===== config.mk =====
export PLATFORM = sky130hd
export DESIGN_NAME = seven_segment_number_display_frames_unit_flat
export DESIGN_NICKNAME = d
export VERILOG_FILES = /design/src/sv/ssd_pkg.sv /design/src/sv/ssd_ifs.sv /design/src/sv/ssd_front.sv /design/src/sv/ssd_queue.sv /design/src/sv/ssd_back.sv /design/src/sv/seven_segment_number_display_frames_unit.sv /design/src/flat_wrapper.sv
export VERILOG_INCLUDE_DIRS = /design/src /design/src/sv
export SDC_FILE = /design/constraint.sdc
export NUM_CORES = 1
export LEC_CHECK = 0
export ABC_AREA = 1
export BUFFER_PORTS_ARGS = -buffer_cell sky130_fd_sc_hd__clkbuf_2
export CORE_AREA = 3 3 149 151
export CTS_CLUSTER_DIAMETER = 60
export DETAILED_ROUTE_END_ITERATION = 10
export DIE_AREA = 0 0 152 154
export PLACE_DENSITY = 0.67
export SYNTH_ARGS = -nofsm -noshare
export SYNTH_HDL_FRONTEND = slang
export SYNTH_SLANG_ARGS = --single-unit

===== constraint.sdc =====
create_clock -name clk -period 8.45 [get_ports clk]
set_clock_uncertainty 0.05 [all_clocks]
set_input_delay 1.2675 -clock clk [delete_from_list [all_inputs] [get_ports clk]]
set_output_delay 1.2675 -clock clk [all_outputs]
set_load 0.01 [all_outputs]

===== src/sv/seven_segment_number_display_frames_unit_macros.svh =====
// Assertion macros shared by the display frame unit.
`ifndef SEVEN_SEGMENT_NUMBER_DISPLAY_FRAMES_UNIT_MACROS_SVH
`define SEVEN_SEGMENT_NUMBER_DISPLAY_FRAMES_UNIT_MACROS_SVH

// Same-cycle implication, sampled on clk and quiet during reset.
`define SSD_ASSERT_NOW(lbl, ante, cons, msg) \
  lbl: assert property (@(posedge clk) disable iff (!rst_n) (ante) |-> (cons)) else $error(msg);

// Next-cycle implication, sampled on clk and quiet during reset.
`define SSD_ASSERT_NEXT(lbl, ante, cons, msg) \
  lbl: assert property (@(posedge clk) disable iff (!rst_n) (ante) |=> (cons)) else $error(msg);

`endif


===== src/sv/ssd_pkg.sv =====
// Shared types, constants and the segment table of the display frame unit.
package ssd_pkg;

  localparam int unsigned DIGIT_COUNT = 4;
  localparam int unsigned VALUE_W     = 16;
  localparam int unsigned BRIGHT_W    = 3;

  typedef logic [7:0]                  byte_t;
  typedef logic [VALUE_W-1:0]          mag_t;
  typedef logic [BRIGHT_W-1:0]         bright_t;
  typedef logic [DIGIT_COUNT-1:0][7:0] seg_vec_t;

  localparam bright_t BRIGHT_RESET = bright_t'(7);

  // Bus commands and segment patterns.
  localparam byte_t CMD_DATA  = 8'h40;
  localparam byte_t CMD_ADDR  = 8'hC0;
  localparam byte_t CMD_CTRL  = 8'h80;
  localparam byte_t CTRL_ON   = 8'h08;
  localparam byte_t SEG_MINUS = 8'h40;
  localparam byte_t SEG_BLANK = 8'h00;

  // x / 10 == (x * 52429) >> 19 holds exactly for every 16-bit x.
  localparam mag_t        RECIP_10    = 16'd52429;
  localparam int unsigned RECIP_SHIFT = 19;

  // Digit loop counter in the front part.
  localparam int unsigned SEG_SEL_W = (DIGIT_COUNT > 1) ? $clog2(DIGIT_COUNT) : 1;
  typedef logic [SEG_SEL_W-1:0] step_t;
  localparam step_t STEP_LAST = step_t'(DIGIT_COUNT - 1);

  // Byte position within one request's frames.
  localparam int unsigned FRAME_BYTES = DIGIT_COUNT + 3;
  localparam int unsigned IDX_W       = $clog2(FRAME_BYTES);
  typedef logic [IDX_W-1:0] idx_t;
  localparam idx_t IDX_DATA     = idx_t'(0);
  localparam idx_t IDX_ADDR     = idx_t'(1);
  localparam idx_t IDX_SEG0     = idx_t'(2);
  localparam idx_t IDX_SEG_LAST = idx_t'(FRAME_BYTES - 2);
  localparam idx_t IDX_CTRL     = idx_t'(FRAME_BYTES - 1);

  // Queue between the front and back parts.
  localparam int unsigned QUEUE_DEPTH = 2;
  localparam int unsigned QPTR_W      = (QUEUE_DEPTH > 1) ? $clog2(QUEUE_DEPTH) : 1;
  localparam int unsigned QCNT_W      = $clog2(QUEUE_DEPTH + 1);
  typedef logic [QPTR_W-1:0] qptr_t;
  typedef logic [QCNT_W-1:0] qcnt_t;
  localparam qptr_t Q_PTR_LAST = qptr_t'(QUEUE_DEPTH - 1);
  localparam qcnt_t Q_CNT_FULL = qcnt_t'(QUEUE_DEPTH);

  typedef struct packed {
    logic full;
    logic empty;
  } q_stat_t;

  // Segment byte for one decimal digit, bit 0 = segment a.
  function automatic byte_t seg_of(input logic [3:0] digit);
    byte_t seg;
    unique case (digit)
      4'd0:    seg = 8'h3f;
      4'd1:    seg = 8'h06;
      4'd2:    seg = 8'h5b;
      4'd3:    seg = 8'h4f;
      4'd4:    seg = 8'h66;
      4'd5:    seg = 8'h6d;
      4'd6:    seg = 8'h7d;
      4'd7:    seg = 8'h07;
      4'd8:    seg = 8'h7f;
      4'd9:    seg = 8'h6f;
      default: seg = SEG_BLANK;
    endcase
    return seg;
  endfunction

endpackage


===== src/sv/ssd_ifs.sv =====
// Handshake channel interfaces of the display frame unit.
interface ssd_in_if;
  logic                              valid;
  logic                              ready;
  logic                              func;
  logic signed [ssd_pkg::VALUE_W-1:0] value;

  modport source (output valid, output func, output value, input ready);
  modport sink   (input valid, input func, input value, output ready);
endinterface

interface ssd_out_if;
  logic               valid;
  logic               ready;
  ssd_pkg::byte_t     bus_byte;
  logic               frame_start;
  logic               frame_stop;
  logic               last;

  modport source (output valid, output bus_byte, output frame_start, output frame_stop,
                  output last, input ready);
  modport sink   (input valid, input bus_byte, input frame_start, input frame_stop,
                  input last, output ready);
endinterface

interface ssd_cfg_if;
  logic             valid;
  logic             ready;
  ssd_pkg::bright_t brightness;

  modport source (output valid, output brightness, input ready);
  modport sink   (input valid, input brightness, output ready);
endinterface


===== src/sv/ssd_front.sv =====
// Front part: accepts requests and renders segment bytes, one digit a cycle, the last when the queue has room.
module ssd_front (
  input  logic              clk,
  input  logic              rst_n,
  ssd_in_if.sink            in_ch,
  input  ssd_pkg::q_stat_t  q_stat,
  output logic              push,
  output ssd_pkg::seg_vec_t push_data
);

  logic              busy_r, busy_nxt;
  ssd_pkg::step_t    step_r, step_nxt;
  ssd_pkg::mag_t     mag_r, mag_nxt;
  logic              neg_r, neg_nxt;
  logic              clr_r, clr_nxt;
  ssd_pkg::seg_vec_t segs_r, segs_nxt;

  logic [31:0]       prod;
  ssd_pkg::mag_t     quo;
  ssd_pkg::mag_t     rem_full;
  ssd_pkg::mag_t     raw;
  logic [3:0]        digit;
  logic              is_digit;
  ssd_pkg::byte_t    seg;
  ssd_pkg::step_t    pos;
  logic              last_step;
  logic              accept;

  always_comb begin
    raw      = in_ch.value;
    prod     = 32'(mag_r) * 32'(ssd_pkg::RECIP_10);
    quo      = ssd_pkg::mag_t'(prod >> ssd_pkg::RECIP_SHIFT);
    rem_full = mag_r - ((quo << 3) + (quo << 1));
    digit    = rem_full[3:0];
    // Unless clearing, the rightmost position always shows a digit, even for zero.
    is_digit = (digit != 4'd0) || (quo != '0) || (step_r == '0);

    priority if (clr_r) begin
      seg = ssd_pkg::SEG_BLANK;
    end else if (is_digit) begin
      seg = ssd_pkg::seg_of(digit);
    end else if (neg_r) begin
      seg = ssd_pkg::SEG_MINUS;
    end else begin
      seg = ssd_pkg::SEG_BLANK;
    end

    pos       = ssd_pkg::STEP_LAST - step_r;
    last_step = busy_r && (step_r == ssd_pkg::STEP_LAST);
    push      = last_step && !q_stat.full;
    in_ch.ready = !busy_r || push;
    accept    = in_ch.valid && in_ch.ready;

    // The last step always fills the leftmost position.
    push_data    = segs_r;
    push_data[0] = seg;

    busy_nxt = busy_r;
    step_nxt = step_r;
    mag_nxt  = mag_r;
    neg_nxt  = neg_r;
    clr_nxt  = clr_r;
    segs_nxt = segs_r;

    if (busy_r && !last_step) begin
      segs_nxt[pos] = seg;
      mag_nxt       = quo;
      neg_nxt       = neg_r && is_digit;
      step_nxt      = step_r + ssd_pkg::step_t'(1);
    end
    if (push) begin
      busy_nxt = 1'b0;
    end
    if (accept) begin
      busy_nxt = 1'b1;
      step_nxt = '0;
      clr_nxt  = in_ch.func;
      neg_nxt  = !in_ch.func && raw[ssd_pkg::VALUE_W-1];
      if (in_ch.func) begin
        mag_nxt = '0;
      end else if (raw[ssd_pkg::VALUE_W-1]) begin
        mag_nxt = ~raw + ssd_pkg::mag_t'(1);
      end else begin
        mag_nxt = raw;
      end
    end
  end

  always_ff @(posedge clk) begin
    if (!rst_n) begin
      busy_r <= 1'b0;
      step_r <= '0;
    end else begin
      busy_r <= busy_nxt;
      step_r <= step_nxt;
    end
  end

  always_ff @(posedge clk) begin
    mag_r  <= mag_nxt;
    neg_r  <= neg_nxt;
    clr_r  <= clr_nxt;
    segs_r <= segs_nxt;
  end

endmodule


===== src/sv/ssd_queue.sv =====
// Short queue of rendered segment sets between the front and back parts.
module ssd_queue (
  input  logic              clk,
  input  logic              rst_n,
  input  logic              push,
  input  ssd_pkg::seg_vec_t push_data,
  input  logic              pop,
  output ssd_pkg::seg_vec_t rd_data,
  output ssd_pkg::q_stat_t  q_stat
);

  ssd_pkg::seg_vec_t ent_r [ssd_pkg::QUEUE_DEPTH];
  ssd_pkg::qptr_t    wr_ptr_r, wr_ptr_nxt;
  ssd_pkg::qptr_t    rd_ptr_r, rd_ptr_nxt;
  ssd_pkg::qcnt_t    cnt_r, cnt_nxt;

  always_comb begin
    q_stat.full  = (cnt_r == ssd_pkg::Q_CNT_FULL);
    q_stat.empty = (cnt_r == '0);
    rd_data      = ent_r[rd_ptr_r];

    wr_ptr_nxt = wr_ptr_r;
    rd_ptr_nxt = rd_ptr_r;
    cnt_nxt    = cnt_r;
    if (push) begin
      wr_ptr_nxt = (wr_ptr_r == ssd_pkg::Q_PTR_LAST) ? '0 : wr_ptr_r + ssd_pkg::qptr_t'(1);
    end
    if (pop) begin
      rd_ptr_nxt = (rd_ptr_r == ssd_pkg::Q_PTR_LAST) ? '0 : rd_ptr_r + ssd_pkg::qptr_t'(1);
    end
    if (push && !pop) begin
      cnt_nxt = cnt_r + ssd_pkg::qcnt_t'(1);
    end else if (pop && !push) begin
      cnt_nxt = cnt_r - ssd_pkg::qcnt_t'(1);
    end
  end

  always_ff @(posedge clk) begin
    if (!rst_n) begin
      wr_ptr_r <= '0;
      rd_ptr_r <= '0;
      cnt_r    <= '0;
    end else begin
      wr_ptr_r <= wr_ptr_nxt;
      rd_ptr_r <= rd_ptr_nxt;
      cnt_r    <= cnt_nxt;
    end
  end

  always_ff @(posedge clk) begin
    if (push) begin
      ent_r[wr_ptr_r] <= push_data;
    end
  end

endmodule


===== src/sv/ssd_back.sv =====
// Back part: holds brightness and sends the frame bytes of one request, one per cycle while out_ch is ready.
module ssd_back (
  input  logic              clk,
  input  logic              rst_n,
  ssd_cfg_if.sink           cfg_ch,
  ssd_out_if.source         out_ch,
  input  ssd_pkg::seg_vec_t rd_data,
  input  ssd_pkg::q_stat_t  q_stat,
  output logic              pop
);

  ssd_pkg::bright_t brightness_r, brightness_nxt;
  ssd_pkg::idx_t    idx_r, idx_nxt;
  logic             out_valid_r, out_valid_nxt;
  ssd_pkg::byte_t   byte_r, byte_nxt;
  logic             start_r, start_nxt;
  logic             stop_r, stop_nxt;
  logic             last_r, last_nxt;

  logic                      advance;
  logic                      load;
  ssd_pkg::idx_t             seg_off;
  logic [ssd_pkg::SEG_SEL_W-1:0] seg_sel;

  assign cfg_ch.ready       = 1'b1;
  assign out_ch.valid       = out_valid_r;
  assign out_ch.bus_byte    = byte_r;
  assign out_ch.frame_start = start_r;
  assign out_ch.frame_stop  = stop_r;
  assign out_ch.last        = last_r;

  always_comb begin
    brightness_nxt = (cfg_ch.valid && cfg_ch.ready) ? cfg_ch.brightness : brightness_r;

    advance = !out_valid_r || out_ch.ready;
    load    = advance && !q_stat.empty;
    pop     = load && (idx_r == ssd_pkg::IDX_CTRL);

    seg_off = idx_r - ssd_pkg::IDX_SEG0;
    seg_sel = seg_off[ssd_pkg::SEG_SEL_W-1:0];

    priority if (idx_r == ssd_pkg::IDX_DATA) begin
      byte_nxt  = ssd_pkg::CMD_DATA;
      start_nxt = 1'b1;
      stop_nxt  = 1'b1;
      last_nxt  = 1'b0;
    end else if (idx_r == ssd_pkg::IDX_ADDR) begin
      byte_nxt  = ssd_pkg::CMD_ADDR;
      start_nxt = 1'b1;
      stop_nxt  = 1'b0;
      last_nxt  = 1'b0;
    end else if (idx_r == ssd_pkg::IDX_CTRL) begin
      byte_nxt  = ssd_pkg::CMD_CTRL | ssd_pkg::CTRL_ON | ssd_pkg::byte_t'(brightness_r);
      start_nxt = 1'b1;
      stop_nxt  = 1'b1;
      last_nxt  = 1'b1;
    end else begin
      byte_nxt  = rd_data[seg_sel];
      start_nxt = 1'b0;
      stop_nxt  = (idx_r == ssd_pkg::IDX_SEG_LAST);
      last_nxt  = 1'b0;
    end

    idx_nxt = idx_r;
    if (load) begin
      idx_nxt = (idx_r == ssd_pkg::IDX_CTRL) ? ssd_pkg::IDX_DATA : idx_r + ssd_pkg::idx_t'(1);
    end

    if (load) begin
      out_valid_nxt = 1'b1;
    end else if (advance) begin
      out_valid_nxt = 1'b0;
    end else begin
      out_valid_nxt = out_valid_r;
    end
  end

  always_ff @(posedge clk) begin
    if (!rst_n) begin
      brightness_r <= ssd_pkg::BRIGHT_RESET;
      idx_r        <= ssd_pkg::IDX_DATA;
      out_valid_r  <= 1'b0;
    end else begin
      brightness_r <= brightness_nxt;
      idx_r        <= idx_nxt;
      out_valid_r  <= out_valid_nxt;
    end
  end

  always_ff @(posedge clk) begin
    if (load) begin
      byte_r  <= byte_nxt;
      start_r <= start_nxt;
      stop_r  <= stop_nxt;
      last_r  <= last_nxt;
    end
  end

endmodule


===== src/sv/seven_segment_number_display_frames_unit.sv =====
// Top level of the seven-segment display frame unit.
//
//   channel   direction  transaction carries
//   in_ch     sink       func (show/clear), value (signed 16 bit)
//   out_ch    source     bus_byte, frame_start, frame_stop, last
//   cfg_ch    sink       brightness (3 bit)
//
// Every request gives seven output transactions: the data command, the address
// command, the four segment bytes and the control command. The back part sends one
// byte per cycle while out_ch is ready and the queue holds an entry; that byte
// sequencer sets the rate. The front part works on one 16x16 reciprocal
// multiplier, one decimal digit a cycle with the last one held while the queue is
// full, and overlaps with the back part through a two-entry queue. When the block
// is empty the first byte passes the front part's digit steps, the queue and the
// back part's output register before it is valid. Reset sets brightness to 7
// and empties the queue. A stall on out_ch fills the queue and then holds in_ch
// ready low; the configuration port is always ready.
`include "seven_segment_number_display_frames_unit_macros.svh"

module seven_segment_number_display_frames_unit (
  input  logic      clk,
  input  logic      rst_n,
  ssd_in_if.sink    in_ch,
  ssd_out_if.source out_ch,
  ssd_cfg_if.sink   cfg_ch
);

  // Handoff between the front part and the queue.
  logic              push;
  ssd_pkg::seg_vec_t push_data;

  // Handoff between the queue and the back part.
  logic              pop;
  ssd_pkg::seg_vec_t rd_data;
  ssd_pkg::q_stat_t  q_stat;

  // The front part renders the digits of the accepted request and pushes one
  // complete segment set into the queue once the last digit is known.
  ssd_front u_front (
    .clk       (clk),
    .rst_n     (rst_n),
    .in_ch     (in_ch),
    .q_stat    (q_stat),
    .push      (push),
    .push_data (push_data)
  );

  ssd_queue u_queue (
    .clk       (clk),
    .rst_n     (rst_n),
    .push      (push),
    .push_data (push_data),
    .pop       (pop),
    .rd_data   (rd_data),
    .q_stat    (q_stat)
  );

  // The back part frames the queue head and retires it with the control byte.
  ssd_back u_back (
    .clk     (clk),
    .rst_n   (rst_n),
    .cfg_ch  (cfg_ch),
    .out_ch  (out_ch),
    .rd_data (rd_data),
    .q_stat  (q_stat),
    .pop     (pop)
  );

  // The back part only retires an entry that is there.
  `SSD_ASSERT_NOW(a_pop_not_empty, pop, !q_stat.empty, "queue popped while empty")
  // The front part never overruns the queue.
  `SSD_ASSERT_NOW(a_push_not_full, push, !q_stat.full, "queue pushed while full")
  // A push without a pop leaves work for the back part.
  `SSD_ASSERT_NEXT(a_push_fills, push && !pop, !q_stat.empty, "pushed entry went missing")
  // The final byte of a request is always a frame of its own.
  `SSD_ASSERT_NOW(a_last_framed, out_ch.valid && out_ch.last, out_ch.frame_start && out_ch.frame_stop, "last byte lacks start or stop")

endmodule

===== src/flat_wrapper.sv =====
// flat-port wrapper written by rule: the top's interface ports become plain ports
module seven_segment_number_display_frames_unit_flat 
  (clk, rst_n, in_ch_valid, in_ch_func, in_ch_value, in_ch_ready, out_ch_valid, out_ch_bus_byte, out_ch_frame_start, out_ch_frame_stop, out_ch_last, out_ch_ready, cfg_ch_valid, cfg_ch_brightness, cfg_ch_ready);
  ssd_in_if in_ch_i ();
  ssd_out_if out_ch_i ();
  ssd_cfg_if cfg_ch_i ();
  input  logic clk;
  input  logic rst_n;
  input wire logic [$bits(in_ch_i.valid)-1:0] in_ch_valid;
  input wire logic [$bits(in_ch_i.func)-1:0] in_ch_func;
  input wire logic [$bits(in_ch_i.value)-1:0] in_ch_value;
  output wire logic [$bits(in_ch_i.ready)-1:0] in_ch_ready;
  output wire logic [$bits(out_ch_i.valid)-1:0] out_ch_valid;
  output wire logic [$bits(out_ch_i.bus_byte)-1:0] out_ch_bus_byte;
  output wire logic [$bits(out_ch_i.frame_start)-1:0] out_ch_frame_start;
  output wire logic [$bits(out_ch_i.frame_stop)-1:0] out_ch_frame_stop;
  output wire logic [$bits(out_ch_i.last)-1:0] out_ch_last;
  input wire logic [$bits(out_ch_i.ready)-1:0] out_ch_ready;
  input wire logic [$bits(cfg_ch_i.valid)-1:0] cfg_ch_valid;
  input wire logic [$bits(cfg_ch_i.brightness)-1:0] cfg_ch_brightness;
  output wire logic [$bits(cfg_ch_i.ready)-1:0] cfg_ch_ready;
  assign in_ch_i.valid = in_ch_valid;
  assign in_ch_i.func = in_ch_func;
  assign in_ch_i.value = in_ch_value;
  assign in_ch_ready = in_ch_i.ready;
  assign out_ch_valid = out_ch_i.valid;
  assign out_ch_bus_byte = out_ch_i.bus_byte;
  assign out_ch_frame_start = out_ch_i.frame_start;
  assign out_ch_frame_stop = out_ch_i.frame_stop;
  assign out_ch_last = out_ch_i.last;
  assign out_ch_i.ready = out_ch_ready;
  assign cfg_ch_i.valid = cfg_ch_valid;
  assign cfg_ch_i.brightness = cfg_ch_brightness;
  assign cfg_ch_ready = cfg_ch_i.ready;
  seven_segment_number_display_frames_unit u_core (.clk(clk), .rst_n(rst_n), .in_ch(in_ch_i), .out_ch(out_ch_i), .cfg_ch(cfg_ch_i));
endmodule

==> results of run 1 <==
per-layer routing:
metal / track usage / share of wire / wire (um)
met4: 0.0805 / 0.030 / 800
met3: 0.0383 / 0.052 / 1360
met1: 0.306 / 0.44 / 11600
met5: 0 / 0.0016 / 42
met2: 0.381 / 0.48 / 12500
cells by family (layout without fill, tap and decap cells):
group	after synthesis	count (layout)	share of synthesized area
AND/OR/NAND/NOR	382	382	0.155
XOR/XNOR	23	23	0.0189
AO/OA/AOI/OAI	139	139	0.0744
flip-flops	121	121	0.327
adder cells (fa/ha/maj)	226	226	0.321
buffers and inverters	296	361	0.105
other	1	1	0.000352
Yosys cell counts, drive strengths merged:
master and number:
o221a 2, or2 3, xnor2 9, ha 147, clkbuf 7, o21ai 64
xor2 14, a211oi 2, nand3 34, a21o 2, clkinv 3, conb 1
a22o 1, buf 2, o221ai 2, a41oi 2, o21bai 5, o22ai 9
nor3 16, o2111ai 1, a2111oi 1, dfxtp 15, nand3b 5, fa 79
nand2 192, nor4 1, inv 284, nor3b 2, o21a 3, nand4 7
edfxtp 106, nor2 122, a31oi 1, a21oi 43, o2bb2ai 1
stage by stage:
stage	std cells	util	hold slack, ps	area [um2]	setup WS, ps
after floorplan	1188	-	371	10700	2230
after global placement	1496	0.535	374	11200	1620
after detailed placement	1496	0.535	383	11200	1440
after CTS	1528	0.562	389	11800	1380
after global routing	1528	0.562	396	11800	942
final	1528	0.562	388	11800	1350
layout make-up:
cell class,instances,area (um2),share of cell area
clock buffers,19,475,0.0404
inverters,287,1080,0.0914
multi-input cells,771,6070,0.516
repair buffers,42,223,0.0189
well taps,275,344,0.0292
flip-flops and latches,121,3480,0.296
clock inverters,13,104,0.00882
how the worst max path moves through the flow:
stage	startpoint	endpoint	slack (ps)	depth (start not counted)
final	u_core.u_front.mag_r[3]$_DFFE_PP_	u_core.u_queue.ent_r[1][6]$_DFFE_PP_	1350	29
after detailed placement	u_core.u_front.mag_r[7]$_DFFE_PP_	u_core.u_front.push_data[22]$_DFFE_PP_	1440	29
after global routing	u_core.u_front.mag_r[7]$_DFFE_PP_	u_core.u_queue.ent_r[1][6]$_DFFE_PP_	940	29
after floorplan	u_core.u_front.mag_r[7]$_DFFE_PP_	u_core.u_front.push_data[14]$_DFFE_PP_	2230	29
after global placement	u_core.u_front.mag_r[3]$_DFFE_PP_	u_core.u_front.push_data[24]$_DFFE_PP_	1620	28
after CTS	u_core.u_front.mag_r[7]$_DFFE_PP_	u_core.u_front.push_data[22]$_DFFE_PP_	1380	29
sequential cells by signal, indices dropped and copies added (netlist names), 2 cells and up, named ones only:
register / cells
u_core.u_queue.cnt_r: 2
u_core.u_queue.ent_r: 56
u_core.u_back.brightness_r: 3
u_core.u_front.mag_r: 16
u_core.u_back.out_ch.bus_byte: 8
u_core.u_front.step_r: 2
u_core.u_front.push_data: 21
u_core.u_back.idx_r: 3
cell usage in the layout (no fill, tap or decap), drive strengths merged, types with 2 or more instances in the layout:
cell	n
fa	79
o221a	2
xnor2	9
a21oi	43
xor2	14
a41oi	2
dfxtp	15
o22ai	9
clkinv	8
nand2	192
inv	292
a21o	2
nor3	16
clkbuf	56
o21ai	64
nand4	7
o21a	3
buf	5
o21bai	5
ha	147
o221ai	2
or2	3
nand3b	5
edfxtp	106
nor2	122
a211oi	2
nand3	34
nor3b	2
==> results by group, run 1 <==
Clock tree
  • CTS tree: done
  • Number of hold buffers added after CTS: 0
  • CTS clock-pin slew for the worst setup and hold paths: 60 ps
  • Clock tree root buffer cell: sky130_fd_sc_hd__clkbuf_16
  • Worst-skew pair later-pin latency: 410 ps
  • Number of clock sinks: 121
  • Max H-tree Level: 4
  • Maximum number of buffers from clock root to sink: 2
  • Number of CTS-inserted buffers: 17
  • Post-cts resize count: 0
  • Setup Fix Bufs, Post-CTS: 0

Floorplanning
  • Die span in x: 152 um
  • Count of boundary I/O pins: 39
  • Area of the die: 23400 um2
  • Core ar.: 21000 um2
  • Starting density of the core: 0.509
  • Die height: 154 um
  • Placement row count: 53

GRT
  • Pin count of the biggest net entering global routing: 30
  • Wire length of the first global-routing pass: 41900 um
  • Number of global-route vias before repair: 7916
  • Global-route usage over all layers: 0.229
  • Number of antenna violations at the first check in global routing: 3
  • Overall overflow remaining after global route: 0

Critical path
  • Number of buffers and inverters on the critical path: 6
  • Maximum fanout count along the critical path: 6
  • Cell mode on critical path: sky130_fd_sc_hd__inv_1
  • Critical-path top delay cell: sky130_fd_sc_hd__edfxtp_1
  • Arrival time worst endpoint: 7240 ps
  • R2R Setup Slk: 1350 ps
  • Type of origin of the critical path: flip-flop
  • Sort of element at the end of the critical path: flip-flop
  • Reg-to-Reg Start: u_core.u_front.mag_r[3]$_DFFE_PP_
  • Terminus of the critical flop-to-flop path: u_core.u_queue.ent_r[1][6]$_DFFE_PP_
  • Worst path max stage delay: 550 ps
  • Delay-heaviest family, CP: adder cells
  • Worst r2r path cells: 29
  • WS Path Type: flip-flop to flip-flop
  • Required time of the critical path: 8590 ps

Synth
  • Register area share after synthesis: 0.327
  • Cell types with the largest area share after synthesis: sky130_fd_sc_hd__edfxtp_1 30%, sky130_fd_sc_hd__ha_1 17%, sky130_fd_sc_hd__fa_1 15%
  • Area fraction of the dominant cell type after synthesis: 0.298
  • Net count of the mapped netlist: 1439
  • Synthesis warning total: 0
  • Synthesized area per cell: 8.98 um2
  • Post-synthesis cell area: 10700 um2
  • Top cell type by total area after synthesis: sky130_fd_sc_hd__edfxtp_1
  • Yosys cell types: 47
  • Post-synthesis instance total: 1188
  • Number of flip-flops and latches in the synthesized netlist: 121

Place
  • Post-DP HPWL: 22000 um
  • Port Buffer Count: 37
  • Final estimated routing congestion in global placement: 0.978

STA
  • Max Clock Freq: 0.141 GHz
  • Count of endpoints failing hold in the final timing report: 0
  • Final period util: 0.840
  • Accumulated negative setup slack: 0 ps
  • Count of endpoints failing setup in the final report: 0
  • Min cycle time layout: 7100 ps
  • Setup repair after global routing missed its margin: false
  • Fin. max-slew vios: 0
  • Least-Margin Pin Slew: 865 ps
  • Worst max-slew margin expressed relative to the limit: 0.421

Outcome
  • Result of the run: finished clean

Route
  • Iteration-0 DRC count of the detailed router: 480
  • Wirelength, routed: 26300 um
  • Detail Route Antenna Nets: 0
  • Detail-routed via count per cell: 5.19
  • Number of vias in the routed layout: 7930
  • DRC: 0
  • Number of search-and-repair iterations in the first detailed-routing pass: 5
  • Average routed wire per standard cell: 17.2 um

Final layout
  • Area growth from synthesis to layout: 10.4%
  • Diode insertion count for antenna repair: 0
  • Number of fill cells in the layout: 1929
  • Layout cells sized above 1: 0.0966
  • Number of nets in the finished design: 1491

Min path
  • Hold Crit Depth: 0
  • Hold worst-path end: u_core.u_queue.ent_r[0][11]$_DFFE_PP_
  • Worst min-delay path startpoint: u_core.u_front.push_data[11]$_DFFE_PP_
  • Worst min-delay path class: flip-flop to flip-flop

Flow run
  • Max capacitance violation total: 0
Power of run 1 is not shown: default switching activity piles up to over one toggle a cycle in this logic, so the estimate is an artifact.
==> run 2, diff against run 1 <==
Clock period 8.45 ns to 6.9 ns, I/O delays scaled along.
==> run 2 against run 1 <==
Global-route usage down 0.77 points. Via count up 0.49%. Critical path depth up 2. Setup slack worse by 1000 ps. Count of clock-buffer cells in the layout up 8. Hold slack worse by 0.91 ps. Register-to-register slack worse by 1000 ps. Non-clock buffer count up 18. Critical endpoint is now u_core.u_queue.ent_r[1][2]$_DFFE_PP_. Final cell count up 1.2%. Die area unchanged. Design area up 3.1%.
==> results by group, run 2 (synthesis results as in run 1) <==
Clock tree
  • Number of CTS-inserted buffers: 17 (unchanged)
  • Number of hold buffers added after CTS: 0 (unchanged)
  • Clock tree root buffer cell: sky130_fd_sc_hd__clkbuf_16
  • Maximum number of buffers from clock root to sink: 2 (unchanged)
  • CTS clock-pin slew for the worst setup and hold paths: 50 ps (about the same)
  • CTS tree: done
  • Number of clock sinks: 121 (unchanged)
  • Worst-skew pair later-pin latency: 410 ps (about the same)
  • Max H-tree Level: 4 (unchanged)

Floorplanning
  • Placement row count: 53 (unchanged)
  • Count of boundary I/O pins: 39 (unchanged)
  • Core ar.: 21000 um2 (unchanged)
  • Die span in x: 152 um (unchanged)
  • Starting density of the core: 0.509 (unchanged)
  • Area of the die: 23400 um2 (unchanged)
  • Die height: 154 um (unchanged)

Final layout
  • Largest register FFs: 56 (unchanged)
  • Number of nets in the finished design: 1509 (+1.2%)
  • Reg with most FFs: u_core.u_queue.ent_r
  • Number of fill cells in the layout: 1851 (-4.0%)
  • Area growth from synthesis to layout: 13.8%
  • Layout cells sized above 1: 0.126 (+0.0293)
  • Highest-count cells in the layout ignoring fill and taps: 278 x sky130_fd_sc_hd__inv_1, 176 x sky130_fd_sc_hd__nand2_1, 137 x sky130_fd_sc_hd__ha_1
  • Filler-free cell count of the finished design: 1546 (+1.2%)
  • Diode insertion count for antenna repair: 0 (unchanged)
  • FF+latch area: 3480 um2 (unchanged)
  • Most common library cell in the layout ignoring fill and taps: sky130_fd_sc_hd__inv_1
  • Multi-input logic area: 6230 um2 (+2.6%)

GRT
  • Wire length of the first global-routing pass: 40800 um (-2.7%)
  • Pin count of the biggest net entering global routing: 30 (unchanged)
  • Overall overflow remaining after global route: 0 (unchanged)
  • Number of antenna violations at the first check in global routing: 0 (-3)
  • Global-route usage over all layers: 0.222 (-0.00772)
  • Number of global-route vias before repair: 7749 (-2.1%)

Critical path
  • Required time of the critical path: 6990 ps (-1600 ps)
  • Maximum fanout count along the critical path: 5 (-1)
  • Terminus of the critical flop-to-flop path: u_core.u_queue.ent_r[1][2]$_DFFE_PP_
  • Worst r2r path cells: 31 (+6.9%)
  • Type of origin of the critical path: flip-flop
  • Cell mode on critical path: sky130_fd_sc_hd__inv_1
  • R2R Setup Slk: 310 ps (-1040 ps)
  • Worst path max stage delay: 570 ps (+20 ps)
  • Arrival time worst endpoint: 6680 ps (-560 ps)
  • WS Path Type: flip-flop to flip-flop
  • Sort of element at the end of the critical path: flip-flop
  • Critical-path top delay cell: sky130_fd_sc_hd__fa_1
  • Reg-to-Reg Start: u_core.u_front.mag_r[7]$_DFFE_PP_

STA
  • Min cycle time layout: 6590 ps (-508 ps)
  • Accumulated negative setup slack: 0 ps (unchanged)
  • Fin. max-slew vios: 0 (unchanged)
  • Max Clock Freq: 0.152 GHz (+7.7%)
  • Count of endpoints failing setup in the final report: 0 (unchanged)
  • Worst max-slew margin expressed relative to the limit: 0.466 (+0.0454)
  • Count of endpoints failing hold in the final timing report: 0 (unchanged)
  • Final period util: 0.955 (+0.115)
  • Least-Margin Pin Slew: 798 ps (-67.9 ps)

Min path
  • Worst min-delay path startpoint: u_core.u_front.push_data[20]$_DFFE_PP_
  • Hold Crit Depth: 0 (unchanged)
  • Hold worst-path end: u_core.u_queue.ent_r[1][20]$_DFFE_PP_
  • Worst min-delay path class: flip-flop to flip-flop

Route
  • Average routed wire per standard cell: 16.5 um (-3.9%)
  • Detail-routed via count per cell: 5.15 (-0.68%)
  • Detail Route Antenna Nets: 0 (unchanged)
  • Number of vias in the routed layout: 7969 (+0.49%)
  • Iteration-0 DRC count of the detailed router: 489 (+1.9%)
  • Number of search-and-repair iterations in the first detailed-routing pass: 5 (unchanged)
  • Wirelength, routed: 25600 um (-2.8%)
  • DRC: 0 (unchanged)

Place
  • Post-DP HPWL: 21100 um (-3.9%)
  • Final estimated routing congestion in global placement: 1.00 (+2.7%)
  • Port Buffer Count: 37 (unchanged)
  • Number of placed cells counting well taps: 1510 (+0.94%)

Flow run
  • Max capacitance violation total: 0 (unchanged)

Outcome
  • Result of the run: finished clean
-- run 2: changes by cell type in the layout (fill, tap and decap cells not counted), moves of 4 or more --
cell,delta
sky130_fd_sc_hd__clkbuf_16,+4
sky130_fd_sc_hd__a21oi_2,+4
sky130_fd_sc_hd__a21oi_1,-4
sky130_fd_sc_hd__nor2_1,-5
sky130_fd_sc_hd__ha_1,-10
sky130_fd_sc_hd__nor2_2,+4
sky130_fd_sc_hd__buf_4,+18
sky130_fd_sc_hd__ha_4,+8
-- run 2: worst max-delay path by stage --
stage / startpoint / to / slack (ps)
6_report: u_core.u_front.mag_r[7]$_DFFE_PP_ / u_core.u_queue.ent_r[1][2]$_DFFE_PP_ / 310
4_1_cts: u_core.u_front.mag_r[7]$_DFFE_PP_ / u_core.u_front.push_data[27]$_DFFE_PP_ / 40
3_5_place_dp: u_core.u_front.mag_r[7]$_DFFE_PP_ / u_core.u_front.push_data[17]$_DFFE_PP_ / 90
5_1_grt: u_core.u_front.mag_r[1]$_DFFE_PP_ / u_core.u_front.push_data[28]$_DFFE_PP_ / -70
2_1_floorplan: u_core.u_front.mag_r[7]$_DFFE_PP_ / u_core.u_front.push_data[14]$_DFFE_PP_ / 680
3_3_place_gp: u_core.u_front.mag_r[4]$_DFFE_PP_ / u_core.u_front.push_data[17]$_DFFE_PP_ / 220
-- run 2: area by class of cell --
class | count | share of cell area
Sequential cell | 121 | 0.287
Inverter | 287 | 0.0887
Timing Repair Buffer | 60 | 0.0295
Tap cell | 275 | 0.0283
Clock inverter | 5 | 0.00299
Multi-Input combinational cell | 771 | 0.513
Clock buffer | 27 | 0.0503
-- run 2: metrics by stage --
| stage | area [um2] | hold WS [ps] | utilization | setup WS, ps |
|---|---|---|---|---|
| floorplan | 10700 | 371 | - | 676 |
| global placement | 11300 | 374 | 0.540 | 219 |
| detailed placement | 11300 | 381 | 0.540 | 90.6 |
| CTS | 12000 | 389 | 0.570 | 36.8 |
| global route | 12100 | 401 | 0.579 | -66.3 |
| finish | 12100 | 387 | 0.579 | 309 |
-- run 2: timing repair --
item	CTS	global route
setup buffers	0	4
gates resized for setup	0	27
setup endpoints to repair	0	36
endpoints found under the hold margin	0	0
-- run 2: worst max-delay path, delay by kind of cell (launching register included) --
family / cells / cell delay [ps]
AND/OR/NAND/NOR: 15 / 1630
buffers and inverters: 7 / 460
flip-flops: 1 / 480
adder cells (fa/ha/maj): 9 / 3680
-- run 2: metal layers --
layer / wire length, um / track usage / up-vias / share of wire
met2: 12000 / 0.368 / 261 / 0.47
met1: 11100 / 0.294 / 3733 / 0.44
li1: - / - / 3929 / -
met3: 1490 / 0.0405 / 46 / 0.058
met5: 0 / 0 / - / 0
met4: 918 / 0.0771 / 0 / 0.036
Power of run 2 is left out for the same reason.
==> run 3, diff against run 2 <==
Settings changed: RECOVER_POWER set to 100.
==> run 3 against run 2 <==
The run now ends with max-capacitance violations, max-slew violations left. Setup slack better by 25 ps. Non-clock buffer count stayed put. Via count is 0.36% lower. Critical path type unchanged. Critical path depth stayed put. Wire length is 0.11% lower. Critical endpoint unchanged. Global-route usage stayed put. Largest cell class unchanged. Register-to-register slack better by 20 ps.
==> results by group, run 3 (synthesis results as in run 1) <==
Critical path
  • Terminus of the critical flop-to-flop path: u_core.u_queue.ent_r[1][2]$_DFFE_PP_
  • Worst path max stage delay: 570 ps (about the same)
  • Maximum fanout count along the critical path: 5 (unchanged)
  • WS Path Type: flip-flop to flip-flop
  • Required time of the critical path: 6990 ps (about the same)
  • Sort of element at the end of the critical path: flip-flop
  • Arrival time worst endpoint: 6660 ps (-20 ps)
  • Cell mode on critical path: sky130_fd_sc_hd__inv_1
  • Reg-to-Reg Start: u_core.u_front.mag_r[7]$_DFFE_PP_
  • R2R Setup Slk: 330 ps (+20 ps)
  • Type of origin of the critical path: flip-flop
  • Worst r2r path cells: 31 (unchanged)
  • Critical-path top delay cell: sky130_fd_sc_hd__fa_1

Final layout
  • Layout cells sized above 1: 0.106 (-0.0197)
  • Number of nets in the finished design: 1509 (unchanged)
  • Largest register FFs: 56 (unchanged)
  • Finished Cell Area: 12100 um2 (-0.42%)
  • Most common library cell in the layout ignoring fill and taps: sky130_fd_sc_hd__inv_1
  • Filler-free cell count of the finished design: 1546 (unchanged)
  • Diode insertion count for antenna repair: 0 (unchanged)
  • Highest-count cells in the layout ignoring fill and taps: 279 x sky130_fd_sc_hd__inv_1, 177 x sky130_fd_sc_hd__nand2_1, 137 x sky130_fd_sc_hd__ha_1
  • Reg with most FFs: u_core.u_queue.ent_r
  • Area growth from synthesis to layout: 13.3%
  • Number of fill cells in the layout: 1864 (+0.70%)

Clock tree
  • Clock tree root buffer cell: sky130_fd_sc_hd__clkbuf_16
  • CTS clock-pin slew for the worst setup and hold paths: 50 ps (about the same)
  • Number of clock sinks: 121 (unchanged)
  • CTS tree: done
  • Max H-tree Level: 4 (unchanged)
  • Worst-skew pair later-pin latency: 410 ps (about the same)
  • Number of hold buffers added after CTS: 0 (unchanged)
  • Maximum number of buffers from clock root to sink: 2 (unchanged)
  • Number of CTS-inserted buffers: 17 (unchanged)

Route
  • Number of vias in the routed layout: 7940 (-0.36%)
  • Wirelength, routed: 25500 um (-0.11%)
  • Iteration-0 DRC count of the detailed router: 495 (+1.2%)
  • DRC: 0 (unchanged)
  • Detail Route Antenna Nets: 0 (unchanged)
  • Average routed wire per standard cell: 16.5 um (-0.11%)
  • Detail-routed via count per cell: 5.14 (-0.36%)
  • Number of search-and-repair iterations in the first detailed-routing pass: 5 (unchanged)

Floorplanning
  • Area of the die: 23400 um2 (unchanged)
  • Die span in x: 152 um (unchanged)
  • Count of boundary I/O pins: 39 (unchanged)
  • Core ar.: 21000 um2 (unchanged)
  • Starting density of the core: 0.509 (unchanged)
  • Die height: 154 um (unchanged)
  • Placement row count: 53 (unchanged)

STA
  • Count of endpoints failing setup in the final report: 0 (unchanged)
  • Least-Margin Pin Slew: 1740 ps (+941 ps)
  • Count of endpoints failing hold in the final timing report: 0 (unchanged)
  • Fin. max-slew vios: 59 (+59)
  • Accumulated negative setup slack: 0 ps (unchanged)
  • Final period util: 0.952 (-0.00361)
  • Final worst hold slack: 387 ps (+0.163 ps)
  • Min cycle time layout: 6570 ps (-24.9 ps)
  • Worst max-slew margin expressed relative to the limit: -0.159 (-0.625)
  • Max Clock Freq: 0.152 GHz (+0.38%)

GRT
  • Pin count of the biggest net entering global routing: 30 (unchanged)
  • Global-route usage over all layers: 0.222 (unchanged)
  • Overall overflow remaining after global route: 0 (unchanged)
  • Global routing met3 resource utilization: 0.0405 (unchanged)
  • Busiest grt layer: met2
  • Global Route met2 Usage: 0.368 (unchanged)
  • Wire length of the first global-routing pass: 40800 um (unchanged)
  • Number of antenna violations at the first check in global routing: 0 (unchanged)
  • Number of global-route vias before repair: 7749 (unchanged)
  • Global-route track usage on met1: 0.294 (unchanged)

Outcome
  • Result of the run: complete, but fails checks
  • Violations in the final reports: max-capacitance violations, max-slew violations

Min path
  • Worst min-delay path startpoint: u_core.u_front.push_data[20]$_DFFE_PP_
  • Hold Crit Depth: 0 (unchanged)
  • Hold worst-path end: u_core.u_queue.ent_r[1][20]$_DFFE_PP_
  • Worst min-delay path class: flip-flop to flip-flop

Place
  • DP Area: 11300 um2 (unchanged)
  • Number of placed cells counting well taps: 1510 (unchanged)
  • Post-DP HPWL: 21100 um (unchanged)
  • Port Buffer Count: 37 (unchanged)
  • Final estimated routing congestion in global placement: 1.00 (unchanged)

Flow run
  • Max capacitance violation total: 2 (+2)
## run 3: cell count changes in the layout (fill, tap and decap cells not counted), moves of 2 or more
cell,change
sky130_fd_sc_hd__clkbuf_1,+21
sky130_fd_sc_hd__o21ai_1,-2
sky130_fd_sc_hd__o21ai_0,+2
sky130_fd_sc_hd__clkbuf_2,-15
sky130_fd_sc_hd__buf_4,-6
## run 3: worst max path at each step
| stage | slack, ps | from | to | cells past startpoint |
|---|---|---|---|---|
| 6_report | 330 | u_core.u_front.mag_r[7]$_DFFE_PP_ | u_core.u_queue.ent_r[1][2]$_DFFE_PP_ | 31 |
| 5_1_grt | -70 | u_core.u_front.mag_r[1]$_DFFE_PP_ | u_core.u_front.push_data[28]$_DFFE_PP_ | 29 |
| 4_1_cts | 40 | u_core.u_front.mag_r[7]$_DFFE_PP_ | u_core.u_front.push_data[27]$_DFFE_PP_ | 28 |
| 3_5_place_dp | 90 | u_core.u_front.mag_r[7]$_DFFE_PP_ | u_core.u_front.push_data[17]$_DFFE_PP_ | 28 |
| 3_3_place_gp | 220 | u_core.u_front.mag_r[4]$_DFFE_PP_ | u_core.u_front.push_data[17]$_DFFE_PP_ | 28 |
| 2_1_floorplan | 680 | u_core.u_front.mag_r[7]$_DFFE_PP_ | u_core.u_front.push_data[14]$_DFFE_PP_ | 29 |
## run 3: area by class of cell
type                       instances  area [um2]  share of cell area
multi-input combinational        771        6220               0.515
sequential                       121        3480               0.288
inverter                         287        1080              0.0891
clock buffer                      27         611              0.0505
tap                              275         344              0.0285
timing repair buffer              60         317              0.0262
clock inverter                     5        36.3             0.00300
## run 3: timing repair
| action | CTS | global route |
|---|---|---|
| endpoints found under the setup margin | 0 | 36 |
| buffers inserted | 0 | 4 |
| resized for setup | 0 | 27 |
| hold endpoints to repair | 0 | 0 |
## run 3: critical path: cells and delay by family (launching register included)
| kind | cells | cell delay [ps] |
|---|---|---|
| AND/OR/NAND/NOR | 15 | 1630 |
| adder cells (fa/ha/maj) | 9 | 3680 |
| flip-flops | 1 | 480 |
| buffers and inverters | 7 | 450 |
## run 3: routing by layer
| layer | up-vias | share of wire |
|---|---|---|
| li1 | 3929 | - |
| met1 | 3721 | 0.44 |
| met2 | 251 | 0.47 |
| met3 | 39 | 0.056 |
| met4 | 0 | 0.034 |
| met5 | - | 0 |
## run 3: through the flow
stage | setup WS [ps] | utilization
floorplan | 676 | -
global placement | 219 | 0.540
detailed placement | 90.6 | 0.540
CTS | 36.8 | 0.570
global route | -66.2 | 0.577
finish | 334 | 0.577
Power of run 3 is left out for the same reason.
